--- config.mk ---
export PLATFORM = sky130hd
export DESIGN_NAME = vr_sqrt
export DESIGN_NICKNAME = d
export VERILOG_FILES = /design/src/rtl/vr_pkg.sv /design/src/rtl/vr_sqrt.sv
export SDC_FILE = /design/constraint.sdc
export NUM_CORES = 1
export LEC_CHECK = 0
export ABC_CLOCK_PERIOD_IN_PS = 2600
export CORE_ASPECT_RATIO = 1.75
export CORE_UTILIZATION = 45
export CTS_BUF_LIST = sky130_fd_sc_hd__clkbuf_8
export CTS_CLUSTER_SIZE = 24
export DETAILED_ROUTE_END_ITERATION = 6
export DONT_BUFFER_PORTS = 1
export PLACE_DENSITY_LB_ADDON = 0.1
export RECOVER_POWER = 25
export SLEW_MARGIN = 10
export SYNTH_ARGS = -nofsm -noshare
export SYNTH_HDL_FRONTEND = slang
export SYNTH_SLANG_ARGS = --single-unit
--- constraint.sdc ---
create_clock -name clk -period 2.6 [get_ports clk]
set_clock_uncertainty 0.05 [all_clocks]
set_input_delay 0.13 -clock clk [delete_from_list [all_inputs] [get_ports clk]]
set_output_delay 0.13 -clock clk [all_outputs]
set_load 0.02 [all_outputs]
--- src/rtl/vr_pkg.sv ---
// Shared widths and constants for the vector refraction pipeline.
// No dependencies; vr_sqrt and vector_refract use it by scoped names.
`default_nettype none

package vr_pkg;

  // Fixed-point format of all inputs and outputs
  localparam int FRAC_BITS = 14;
  localparam int IN_W      = 16;
  localparam int OUT_W     = 20;

  // Intermediate widths, sized to the value ranges of 16-bit operands
  localparam int EI_W   = 2 * IN_W + 1;          // eta * incident component
  localparam int DOT_W  = 2 * IN_W + 1;          // sum of three products
  localparam int COSI_W = DOT_W - FRAC_BITS;     // cosi
  localparam int E2_W   = 2 * IN_W - FRAC_BITS;  // eta^2
  localparam int C2_W   = 22;                    // cosi^2
  localparam int T_W    = C2_W + 1;              // 1 - cosi^2
  localparam int PROD_W = E2_W + 1 + T_W;        // eta^2 * t
  localparam int K_W    = PROD_W - FRAC_BITS;    // k
  localparam int EC_W   = 21;                    // eta * cosi
  localparam int ROOT_W = 20;                    // sqrt(k * 2^F)
  localparam int COEF_W = ROOT_W + 2;            // eta*cosi + root
  localparam int CN_W   = COEF_W + IN_W;         // coef * normal component
  localparam int DIFF_W = CN_W + 1;              // eta*I - coef*N
  localparam int SH_W   = DIFF_W - FRAC_BITS;    // difference after the shift

  // Square-root unit: one result bit per stage
  localparam int RAD_W       = 2 * ROOT_W;
  localparam int REM_W       = ROOT_W + 3;
  localparam int SQRT_STAGES = ROOT_W;

  // 1.0 at the widths where it is subtracted from
  localparam logic signed [T_W-1:0] ONE_T =
    {{(T_W - FRAC_BITS - 1){1'b0}}, 1'b1, {FRAC_BITS{1'b0}}};
  localparam logic signed [K_W-1:0] ONE_K =
    {{(K_W - FRAC_BITS - 1){1'b0}}, 1'b1, {FRAC_BITS{1'b0}}};

  // Output clip limits
  localparam logic signed [OUT_W-1:0] OUT_MAX = {1'b0, {(OUT_W - 1){1'b1}}};
  localparam logic signed [OUT_W-1:0] OUT_MIN = {1'b1, {(OUT_W - 1){1'b0}}};

endpackage

`default_nettype wire

--- src/rtl/vr_sqrt.sv ---
// Pipelined integer square root, floor(sqrt(radicand)), one result bit per stage.
// Depends on vr_pkg for widths and stage count.
`default_nettype none

module vr_sqrt (
  input  logic                       clk,
  input  logic                       en,
  input  logic [vr_pkg::RAD_W-1:0]   radicand,
  output logic [vr_pkg::ROOT_W-1:0]  root
);

  logic [vr_pkg::REM_W-1:0]  rem_q     [vr_pkg::SQRT_STAGES];
  logic [vr_pkg::ROOT_W-1:0] root_q    [vr_pkg::SQRT_STAGES];
  logic [vr_pkg::RAD_W-1:0]  rad_q     [vr_pkg::SQRT_STAGES];
  logic [vr_pkg::REM_W-1:0]  rem_next  [vr_pkg::SQRT_STAGES];
  logic [vr_pkg::ROOT_W-1:0] root_next [vr_pkg::SQRT_STAGES];
  logic [vr_pkg::RAD_W-1:0]  rad_next  [vr_pkg::SQRT_STAGES];

  // Decide one root bit per stage from the next two radicand bits
  always_comb begin
    logic [vr_pkg::REM_W-1:0]  rem_in;
    logic [vr_pkg::REM_W-1:0]  rem_sh;
    logic [vr_pkg::REM_W-1:0]  trial;
    logic [vr_pkg::ROOT_W-1:0] r_in;
    logic [vr_pkg::RAD_W-1:0]  n_in;
    for (int s = 0; s < vr_pkg::SQRT_STAGES; s++) begin
      if (s == 0) begin
        rem_in = '0;
        r_in   = '0;
        n_in   = radicand;
      end else begin
        rem_in = rem_q[s-1];
        r_in   = root_q[s-1];
        n_in   = rad_q[s-1];
      end
      rem_sh = {rem_in[vr_pkg::REM_W-3:0], n_in[vr_pkg::RAD_W-1 -: 2]};
      trial  = {{(vr_pkg::REM_W - vr_pkg::ROOT_W - 2){1'b0}}, r_in, 2'b01};
      if (rem_sh >= trial) begin
        rem_next[s]  = rem_sh - trial;
        root_next[s] = {r_in[vr_pkg::ROOT_W-2:0], 1'b1};
      end else begin
        rem_next[s]  = rem_sh;
        root_next[s] = {r_in[vr_pkg::ROOT_W-2:0], 1'b0};
      end
      rad_next[s] = {n_in[vr_pkg::RAD_W-3:0], 2'b00};
    end
  end

  // Advance all stages together
  always_ff @(posedge clk) begin
    if (en) begin
      for (int s = 0; s < vr_pkg::SQRT_STAGES; s++) begin
        rem_q[s]  <= rem_next[s];
        root_q[s] <= root_next[s];
        rad_q[s]  <= rad_next[s];
      end
    end
  end

  assign root = root_q[vr_pkg::SQRT_STAGES-1];

endmodule

`default_nettype wire
==> flow_summary.ini <==
[grt]
antenna_found_initial = 1
grt_pass1_wl_mm = 165
grt_use_met3_pct = 3.64
track_usage_pct = 21.3
grt_max_degree = 964
top_usage_layer = met2
grt_pass1_vias = 32183
use_met2_pct = 43.2
grt_util_met1_pct = 19.2
grt_overflow = 0

[placed_design]
place_ws_ps = -521
finalWeightedCongestion = 0.897
portBuffers = 0
dp_hpwl_mm = 71.7

[clocking]
cts-buffers-inserted = 145
clk_pin_slew_ps = 60
cts_tree = done
insertion_delay_ps = 890
clk_path_buf_depth = 3
htree_levels = 4
clk_root_buffer_cell = clkbuf_8
cts_sinks = 963
cts_hold_buf = 82

[final_layout]
final_nets = 4734
drive_above_1_share_pct = 36.9
area_growth_pct = 36.1
final_util_pct = 61.9
fillCellCount = 7660

[synthesis]
ys.flop_type = edfxtp_1
yosysMostFrequentCell = edfxtp_1
syn-cell-area_um2 = 44700
synth_commonest_cells = edfxtp_1 (963), inv_1 (283), nand2_1 (245), ha_1 (231), nor2_1 (221)
synth.avg_cell_area_um2 = 13.1
synth_edf_count = 963
synth_top_cell_by_area = edfxtp_1
synthesis.nets = 3679
synth_cell_types = 89
synth_top_area_share_pct = 64.8
synth_seq_cells = 963
syn_inst = 3406
seq_area_frac_synth_pct = 64.8
synth_async_sr_flop_share_pct = 0
synth_warnings = 0
synth.area.top_cells = edfxtp_1 (65%), ha_1 (6.5%), xnor2_1 (2.8%)

[die]
start_util_pct = 45.5
die-height_um = 419
die_w_um = 240
dieArea_um2 = 101000
rows = 152
core_um2 = 98100
ioPinCount = 62

[worst_setup_path]
start_kind = flop
crit_type = flop to flop
crit_arrival_ps = 3450
slowest_delay_ps = 550
crit_top_cell = or4_4
crit_path_top_delay_cell = or4_4
worst_setup_path_end_kind = flop
r2r_slack_ps = -290
cp_max_fo = 8
r2r.worst_path.cells = 7
critical_path_required_ps = 3160
regToRegStartpoint = rem_q[13][14]$_DFFE_PP_
path_cells = or4_4 -> or4_4 -> a311o_1 -> a211oi_2 -> o41ai_4 -> buf_6 -> mux2_4
r2r-end = rem_q[14][3]$_DFFE_PP_

[hold_path]
min_path_cells = 0
min_path_type = primary input to flop
worstHoldStart = en
hold_end = rad_q[0][36]$_DFFE_PP_

[job]
drv_cap = 1

[run_status]
status = complete, but fails checks
violations = hold timing, capacitance limit, slew limit, setup timing

[power]
max-vdd-ir-drop_v = 0.000575
leakagePower_nw = 24.2
powerDensity_nw_per_um2 = 737

[detailed_routing]
dr_total_vias = 30408
totalWireLength_mm = 108
remaining_drc_errors = 0
drtAntennaViolNets = 0
drtIter0Drc = 1235
drtPass1Iterations = 7
via_per_inst = 5.17
routedWlPerCell_um = 18.4

[timing]
period_share_pct = 111
slew_headroom_pct = -65.6
final-setup-viol-count = 122
fmax_mhz = 346
worst_slew_pin_slew_ps = 2480
tns_ps = -14850
finalHoldViolations = 315
period_minus_slack_ps = 2890
fin_hold_ws_ps = -675
finalWorstSetupSlack_ps = -289
rsz0062_at_grt = true
report.final.slew_viol_count = 286
[kinds of logic (layout without fill, tap and decap cells)]
kind of cell    Yosys count  after routing  synth area share (%)
fa+ha+maj               231            231                  6.47
flops                   963            963                  64.8
buf+inv                 336           1496                  2.94
mux                      40             40                  1.03
xor+xnor                280            280                  5.49
compound gates          671            671                  9.45
simple gates            884            885                  9.85
other cells               1              2               0.00840
[sequential cells by signal, summed over array words and instances, names as in the netlist]
register / cells
rad_q: 380
rem_q: 373
root_q: 210
[what timing repair did]
action / CTS / global route
setup buffers: 108 / 122
hold endpoints to repair: 1004 / 315
resized for setup: 509 / 420
cloned: 13 / 0
pin swaps: 162 / 190
setup endpoints to repair: 286 / 322
[metrics by stage]
| step | std cells | hold slack (ps) | cell area, um2 | total power [mW] |
|---|---|---|---|---|
| 6_report | 5877 | -675 | 60800 | 44.8 |
| 5_1_grt | 5877 | -743 | 60800 | 46.9 |
| 4_1_cts | 5765 | -726 | 58000 | 43.7 |
| 3_5_place_dp | 5314 | 179 | 51100 | 29.3 |
| 3_3_place_gp | 5314 | 179 | 51100 | 29.1 |
| 2_1_floorplan | 3406 | 179 | 44800 | 25.4 |
[placed cells by master (no fill, tap or decap), types with 49 or more instances in the layout]
master         synthesis  final
o21ai_0              194    108
dlygate4sd3_1          0     82
xnor2_1              142    128
buf_6                  3     69
ha_1                 231    165
a21oi_2                0     54
nand2b_1              57     50
xor2_1               138    135
clkbuf_8               0    145
inv_1                283    273
nor3_1                78     49
a21o_1                67     66
buf_4                  2    777
nor2_1               221    162
o21ai_2                0     54
a21oi_1              187    121
ha_4                   0     56
edfxtp_1             963    963
nand2_1              245    203
[area by class of cell]
cell class,instances,area [um2],share of cell area [%]
antenna,1,2.50,0.00412
clock buffer,145,2000,3.28
clock inverter,108,902,1.48
inverter,283,1090,1.79
multi-input combinational,2108,18100,29.9
sequential,963,28900,47.6
tap,1309,1640,2.70
timing repair buffer,960,8080,13.3
[metal layers]
layer | wire length [um] | part of all wire [%] | vias to the layer above
li1 | - | - | 14705
met2 | 63600 | 59 | 486
met4 | 5540 | 5.1 | 0
met3 | 2820 | 2.6 | 290
met1 | 36300 | 34 | 14927
met5 | 0 | 0 | -
[power by group]
group | switching, mW | internal (mW) | total (mW)
Clock | 6.21 | 6.47 | 12.7
Sequential | 1.21 | 19.4 | 20.6
Combinational | 5.59 | 5.92 | 11.5
Total | 13.0 | 31.8 | 44.8
[worst max-delay path by stage]
stage | start | to | slack, ps | depth (start not counted)
6_report | rem_q[13][14]$_DFFE_PP_ | rem_q[14][3]$_DFFE_PP_ | -290 | 7
5_1_grt | rem_q[13][14]$_DFFE_PP_ | rem_q[14][17]$_DFFE_PP_ | -340 | 9
4_1_cts | rem_q[13][17]$_DFFE_PP_ | rem_q[14][3]$_DFFE_PP_ | -300 | 7
3_5_place_dp | root_q[3][60]$_DFFE_PP_ | rem_q[16][3]$_DFFE_PP_ | -520 | 12
3_3_place_gp | root_q[3][60]$_DFFE_PP_ | rem_q[16][18]$_DFFE_PP_ | -530 | 12
2_1_floorplan | rem_q[15][1]$_DFFE_PP_ | rem_q[16][20]$_DFFE_PP_ | -110 | 8
[critical path: cells and delay by family (launching register included)]
| family | cells | cell delay (ps) |
|---|---|---|
| simple gates | 2 | 980 |
| compound gates | 3 | 720 |
| flops | 1 | 390 |
| mux | 1 | 300 |
| buf+inv | 1 | 180 |
No activity file was read; power rests on OpenSTA's default activity.
